### config.mk
export PLATFORM = sky130hd
export DESIGN_NAME = msb_first_bit_packer
export DESIGN_NICKNAME = d
export VERILOG_FILES = /design/src/rtl/core/mfbp_pkg.sv /design/src/rtl/core/mfbp_shift_unit.sv /design/src/rtl/core/msb_first_bit_packer.sv
export SDC_FILE = /design/constraint.sdc
export NUM_CORES = 1
export LEC_CHECK = 0
export ABC_AREA = 1
export BUFFER_PORTS_ARGS = -buffer_cell sky130_fd_sc_hd__buf_2
export CORE_ASPECT_RATIO = 1.5
export CORE_UTILIZATION = 35
export DETAILED_ROUTE_END_ITERATION = 10
export PLACE_DENSITY_LB_ADDON = 0.15
export SETUP_SLACK_MARGIN = 0.1
export SYNTH_ARGS = -nofsm -noshare
export SYNTH_HDL_FRONTEND = slang
export SYNTH_SLANG_ARGS = --single-unit
### constraint.sdc
create_clock -name clk -period 7.5 [get_ports clk]
set_input_delay 0.75 -clock clk [delete_from_list [all_inputs] [get_ports clk]]
set_output_delay 0.75 -clock clk [all_outputs]
set_load 0.02 [all_outputs]
### src/rtl/core/mfbp_pkg.sv
// Shared constants for the MSB-first bit packer.
// No dependencies; imported by mfbp_shift_unit and msb_first_bit_packer.
package mfbp_pkg;

  localparam int VALUE_W = 31;  // payload value bits
  localparam int BYTE_W  = 8;   // bits per output byte
  localparam int FILL_W  = 3;   // bits held in the partial byte, 0..7
  localparam int TAKE_W  = 4;   // bits moved in one step, 0..8

endpackage

### src/rtl/core/mfbp_shift_unit.sv
// Shared shift unit: right-shifts the held value, tests for leftover bits,
// and merges a chunk into the partial byte. Depends on mfbp_pkg.
module mfbp_shift_unit #(
  parameter int RW = 6
) (
  input  logic [mfbp_pkg::VALUE_W-1:0] value_i,
  input  logic [RW-1:0]                amt_i,
  input  logic [mfbp_pkg::TAKE_W-1:0]  take_i,
  input  logic [mfbp_pkg::BYTE_W-1:0]  pending_i,
  input  logic [mfbp_pkg::FILL_W-1:0]  fill_i,
  output logic                         nonzero_o,
  output logic [mfbp_pkg::BYTE_W-1:0]  merged_o
);
  import mfbp_pkg::*;

  logic [VALUE_W-1:0] shifted;
  logic [BYTE_W-1:0]  mask;
  logic [BYTE_W-1:0]  chunk;
  logic [TAKE_W-1:0]  pos;

  always_comb begin
    shifted   = value_i >> amt_i;
    nonzero_o = |shifted;
    mask      = BYTE_W'(({{BYTE_W{1'b0}}, 1'b1} << take_i) - {{BYTE_W{1'b0}}, 1'b1});
    chunk     = shifted[BYTE_W-1:0] & mask;
    // chunk lands just below the bits already held
    pos       = TAKE_W'(BYTE_W) - {1'b0, fill_i} - take_i;
    merged_o  = pending_i | (chunk << pos);
  end

endmodule

### src/rtl/core/msb_first_bit_packer.sv
// MSB-first bit packer. Each write request packs the low `width` bits of
// `value` (width saturated to MAX_WIDTH, bits above bit 30 packed as zero)
// into a byte stream, first bit into bit 7 of each byte; a value that needs
// more bits than the width gives one error result and packs nothing. A flush
// request emits the partial byte, zero padded, if it holds any bits, then
// clears it. Results carry last on the final result a request causes; a
// request may cause none. Timing: one request at a time. A write is accepted,
// checked for fit, then packed one chunk per step, each chunk filling the
// partial byte or finishing the value; a finished result waits while the
// output register is still held by out_stall. An error or flush result is
// made in the check step, with the same wait. The single shift/merge unit
// moves at most one byte's worth of bits per cycle, and none while a
// finished byte waits on out_stall. in_stall is high whenever a request is
// in progress.
// Depends on mfbp_pkg and mfbp_shift_unit.
module msb_first_bit_packer #(
  parameter int MAX_WIDTH = 32
) (
  input  logic                         clk,
  input  logic                         rst_n,
  input  logic                         in_valid,
  output logic                         in_stall,
  input  logic                         in_action,
  input  logic [mfbp_pkg::VALUE_W-1:0] in_value,
  input  logic [5:0]                   in_width,
  output logic                         out_valid,
  input  logic                         out_stall,
  output logic [mfbp_pkg::BYTE_W-1:0]  out_byte,
  output logic                         out_error,
  output logic                         out_last
);
  import mfbp_pkg::*;

  // bits remaining in a write, 0..MAX_WIDTH
  localparam int RW = $clog2(MAX_WIDTH + 1);

  typedef enum logic [1:0] {
    ST_IDLE,
    ST_CHECK,
    ST_PACK
  } state_t;

  state_t state_r, state_nxt;

  // request held while it is worked on
  logic               action_r, action_nxt;
  logic [VALUE_W-1:0] value_r, value_nxt;
  logic [RW-1:0]      rem_r, rem_nxt;

  // partial byte
  logic [BYTE_W-1:0]  pending_r, pending_nxt;
  logic [FILL_W-1:0]  fill_r, fill_nxt;

  // output register
  logic               out_valid_r, out_valid_nxt;
  logic [BYTE_W-1:0]  out_byte_r, out_byte_nxt;
  logic               out_error_r, out_error_nxt;
  logic               out_last_r, out_last_nxt;

  logic [RW-1:0]      width_sat;
  logic [TAKE_W-1:0]  room;
  logic [TAKE_W-1:0]  take;
  logic [RW-1:0]      rem_after;
  logic [RW-1:0]      amt;
  logic               byte_done;
  logic               out_free;
  logic               nonzero;
  logic [BYTE_W-1:0]  merged;

  // width saturation: compare one bit wider so MAX_WIDTH = 64 still fits
  assign width_sat = ({1'b0, in_width} > 7'(MAX_WIDTH)) ? RW'(MAX_WIDTH) : RW'(in_width);

  // chunk size: fill the partial byte or finish the value, whichever is first
  assign room      = TAKE_W'(BYTE_W) - {1'b0, fill_r};
  assign take      = (rem_r < RW'(room)) ? TAKE_W'(rem_r) : room;
  assign rem_after = rem_r - RW'(take);
  assign byte_done = (({1'b0, fill_r} + take) == TAKE_W'(BYTE_W));

  // the check shifts by the full width, packing by what is left after this chunk
  assign amt = (state_r == ST_CHECK) ? rem_r : rem_after;

  assign out_free = !out_valid_r || !out_stall;

  mfbp_shift_unit #(
    .RW (RW)
  ) u_shift (
    .value_i   (value_r),
    .amt_i     (amt),
    .take_i    (take),
    .pending_i (pending_r),
    .fill_i    (fill_r),
    .nonzero_o (nonzero),
    .merged_o  (merged)
  );

  always_comb begin
    state_nxt     = state_r;
    action_nxt    = action_r;
    value_nxt     = value_r;
    rem_nxt       = rem_r;
    pending_nxt   = pending_r;
    fill_nxt      = fill_r;
    out_valid_nxt = out_valid_r;
    out_byte_nxt  = out_byte_r;
    out_error_nxt = out_error_r;
    out_last_nxt  = out_last_r;

    if (out_valid_r && !out_stall) begin
      out_valid_nxt = 1'b0;
    end

    unique case (state_r)
      ST_IDLE: begin
        if (in_valid) begin
          action_nxt = in_action;
          value_nxt  = in_value;
          rem_nxt    = width_sat;
          state_nxt  = ST_CHECK;
        end
      end

      ST_CHECK: begin
        if (action_r) begin
          // flush: emit partial byte if any bits are held
          if (fill_r == '0) begin
            state_nxt = ST_IDLE;
          end else if (out_free) begin
            out_valid_nxt = 1'b1;
            out_byte_nxt  = pending_r;
            out_error_nxt = 1'b0;
            out_last_nxt  = 1'b1;
            pending_nxt   = '0;
            fill_nxt      = '0;
            state_nxt     = ST_IDLE;
          end
        end else if (nonzero) begin
          // value has bits above the width
          if (out_free) begin
            out_valid_nxt = 1'b1;
            out_byte_nxt  = '0;
            out_error_nxt = 1'b1;
            out_last_nxt  = 1'b1;
            state_nxt     = ST_IDLE;
          end
        end else if (rem_r == '0) begin
          state_nxt = ST_IDLE;
        end else begin
          state_nxt = ST_PACK;
        end
      end

      ST_PACK: begin
        // a completed byte waits for the output register
        if (!byte_done || out_free) begin
          rem_nxt = rem_after;
          if (byte_done) begin
            out_valid_nxt = 1'b1;
            out_byte_nxt  = merged;
            out_error_nxt = 1'b0;
            // fewer than a byte's bits left: no further byte from this write
            out_last_nxt  = (rem_after < RW'(BYTE_W));
            pending_nxt   = '0;
            fill_nxt      = '0;
          end else begin
            pending_nxt = merged;
            fill_nxt    = FILL_W'({1'b0, fill_r} + take);
          end
          if (rem_after == '0) begin
            state_nxt = ST_IDLE;
          end
        end
      end

      default: begin
        state_nxt = ST_IDLE;
      end
    endcase
  end

  always_ff @(posedge clk) begin
    if (!rst_n) begin
      state_r     <= ST_IDLE;
      pending_r   <= '0;
      fill_r      <= '0;
      out_valid_r <= 1'b0;
    end else begin
      state_r     <= state_nxt;
      pending_r   <= pending_nxt;
      fill_r      <= fill_nxt;
      out_valid_r <= out_valid_nxt;
    end
    action_r    <= action_nxt;
    value_r     <= value_nxt;
    rem_r       <= rem_nxt;
    out_byte_r  <= out_byte_nxt;
    out_error_r <= out_error_nxt;
    out_last_r  <= out_last_nxt;
  end

  assign in_stall  = (state_r != ST_IDLE);
  assign out_valid = out_valid_r;
  assign out_byte  = out_byte_r;
  assign out_error = out_error_r;
  assign out_last  = out_last_r;

endmodule

==> flow_summary.ini <==
[placed_design]
dp.final_hpwl_um = 15740
place_area_mm2 = 0.006329
pre_cts_ws_ps = 1454
io_buffers = 53
place_congestion = 0.9652

[yosys]
synthAdderAreaFrac_pct = 4.958
avgSynthCellArea_um2 = 6.416
netlist_instances = 936
synth_top_area_share_pct = 24.00
yosys.area.top_type = edfxtp_1
synthArstFlopShare_pct = 0
yosysWarningCount = 0
synth.most_common_cell = nand2_1
synth-edff-count = 48
syn-num-nets = 1000
yosys.area_share.simple_pct = 47.63
muxShareOfSynthArea_pct = 0
synth_xor_area_share_pct = 0.7292
synth_top_family_by_area = simple AND/OR/NAND/NOR gates
synth_area_leaders = edfxtp_1 (24%), nand3_1 (21%), nand2_1 (18%)
synthesis.area_mm2 = 0.006006
synth_ff_type = edfxtp_1
ys_seq_area_share_pct = 28.67
synth_compound_area_share_pct = 8.396
synth_cell_types = 43
ys_ff_latch = 62
synthTopCellsByCount = nand2_1 (283), nand3_1 (254), inv_1 (75)

[clocking]
cts_buffer_depth = 2
post_cts_buffers = 0
cts.htree.levels = 3
hold_buffers = 0
cts_buffers = 9
clock_latency_ps = 360
clock-sinks = 62
clk_pin_slew_ps = 60
cts_root_buf = clkbuf_16
cts_resized = 0
cts_tree = done

[cells_and_area]
n_antenna_cell = 0
layout-drive-gt1-share_pct = 11.65
fin_nets = 1029
area_delta_synth_final_pct = 10.35
fin_area_mm2 = 0.006628

[critical_path]
startpoint_type = flop
arrival_ps = 6100
cp-end-kind = flop
critPathMaxFanout = 36
reg2reg_to = out_byte[6]$_DFFE_PP_
regToRegStartpoint = fill_r[0]$_SDFFE_PN0P_
startpoint = fill_r[0]$_SDFFE_PN0P_
critPathRequiredTime_ps = 7480
reg2reg_setup_slack_ps = 1380
crit_type = reg2reg
worstRegToRegCells = 25

[job]
maxCapViolations = 0

[min_path]
worstHoldStart = pending_r[7]$_SDFFE_PN0P_
hp-class = reg2reg
holdPathEnd = pending_r[7]$_SDFFE_PN0P_
whs_path_depth = 2

[die]
io_pins = 54
rows = 58
die-area_mm2 = 0.01770
die_x_um = 109.0
coreArea_mm2 = 0.01676
start_util_pct = 35.83
die_h_um = 162.4

[drt]
num_vias = 6477
wirelength_um = 20380
firstDrtPassIters = 5
ant_nets = 0
vias_per_cell = 5.489
drc = 0
wire_per_inst_um = 17.27
drtIter0Drc = 349

[global_routing]
grt_use_met3_pct = 3.281
antenna_found_initial = 0
grt.total_usage_pct = 24.31
grt_max_degree = 37
busiest_layer = met2
grt_use_met1_pct = 25.89
gr-total-overflow = 0
grt_pass1_wl_um = 32420
gr-usage-met2_pct = 43.40
grt_pass1_vias = 6303

[timing]
timing.final.crit_share_pct = 81.63
slew_headroom_pct = 27.96
fin_worst_skew_ps = 7.758
fmax_mhz = 163.3
rsz0062_at_grt = false
period_minus_slack_ps = 6123
finalMaxSlewViolations = 0
worst_slack_ps = 1377
tns_ps = 0
setup_viol = 0
tightestPinTransition_ps = 1078
final_hold_viol_count = 0

[outcome]
status = completed
==> layout by cell type, fill, tap and decap left out, types with 4 or more instances in the layout <==
| cell type | synthesis | final |
|---|---|---|
| a21oi_1 | 42 | 42 |
| nand4_1 | 9 | 9 |
| nand3_2 | 8 | 8 |
| xor2_1 | 4 | 4 |
| inv_1 | 75 | 75 |
| o21ai_0 | 23 | 23 |
| nor2_1 | 44 | 44 |
| nor3_1 | 10 | 10 |
| ha_1 | 19 | 19 |
| dfxtp_1 | 14 | 14 |
| o21ai_1 | 13 | 12 |
| inv_2 | 7 | 7 |
| buf_2 | 23 | 53 |
| clkbuf_16 | 0 | 9 |
| edfxtp_1 | 48 | 48 |
| nand2_2 | 9 | 9 |
| nand2_1 | 283 | 283 |
| buf_4 | 5 | 6 |
| nand3_1 | 254 | 254 |
==> per-layer routing <==
layer	vias to the layer above	share of wire, %
met3	74	4.1
met4	0	6.5
met2	205	52
li1	3222	-
met1	2976	38
met5	-	0
==> sequential cells by signal, summed over array words and instances (netlist names) <==
signal / count
state_r: 2
action_r: 1
out_valid: 1
pending_r: 8
value_r: 31
rem_r: 6
out_last: 1
out_error: 1
fill_r: 3
out_byte: 8
==> logic make-up (layout without fill, tap and decap cells) <==
| group | Yosys count | in the layout |
|---|---|---|
| adder cells (fa/ha/maj) | 22 | 22 |
| buffers and inverters | 126 | 160 |
| AO/OA/AOI/OAI | 91 | 91 |
| flip-flops | 62 | 62 |
| AND/OR/NAND/NOR | 630 | 630 |
| XOR/XNOR | 5 | 5 |
==> per-stage QoR <==
stage	instances	util, %	hold slack, ps
CTS	1180	39.54	495.4
detailed placement	1164	37.75	484.3
finish	1180	39.54	496.0
global placement	1164	37.75	475.8
global route	1180	39.54	515.8
floorplan	936	-	460.4
==> cell type report <==
class / instances / area, µm²
fill: 1816 / 10140
tap: 210 / 262.8
timing repair buffer: 59 / 310.3
clock inverter: 7 / 73.82
sequential: 62 / 1722
inverter: 85 / 324.1
clock buffer: 9 / 225.2
multi-input combinational: 748 / 3710
==> worst max-delay path by stage <==
| stage | end | slack, ps | depth (start not counted) |
|---|---|---|---|
| 2_1_floorplan | out_byte[0]$_DFFE_PP_ | 2750 | 28 |
| 3_3_place_gp | out_byte[6]$_DFFE_PP_ | 1520 | 27 |
| 3_5_place_dp | out_byte[2]$_DFFE_PP_ | 1450 | 25 |
| 4_1_cts | out_byte[6]$_DFFE_PP_ | 1400 | 25 |
| 5_1_grt | out_byte[6]$_DFFE_PP_ | 800 | 27 |
| 6_report | out_byte[6]$_DFFE_PP_ | 1380 | 25 |
==> worst max-delay path, stage by stage (launching register included) <==
cell,delay [ps]
dfxtp_1,400
inv_1,110
ha_1,350
inv_1,150
ha_1,240
a21boi_1,130
o21ai_2,280
nand2_2,160
nand2_1,90
nand2_1,110
inv_1,200
ha_1,220
fa_1,490
o21ai_4,550
inv_4,310
nand3_1,200
nand2_1,130
nor2_1,220
nand2_1,140
a211oi_1,280
nor2_1,60
nand2_1,60
nor2_1,60
nand4_1,90
nand2_1,80
nor2_1,610
Power is not shown: default switching activity piles up to over one toggle a cycle in this logic, so the estimate is an artifact.
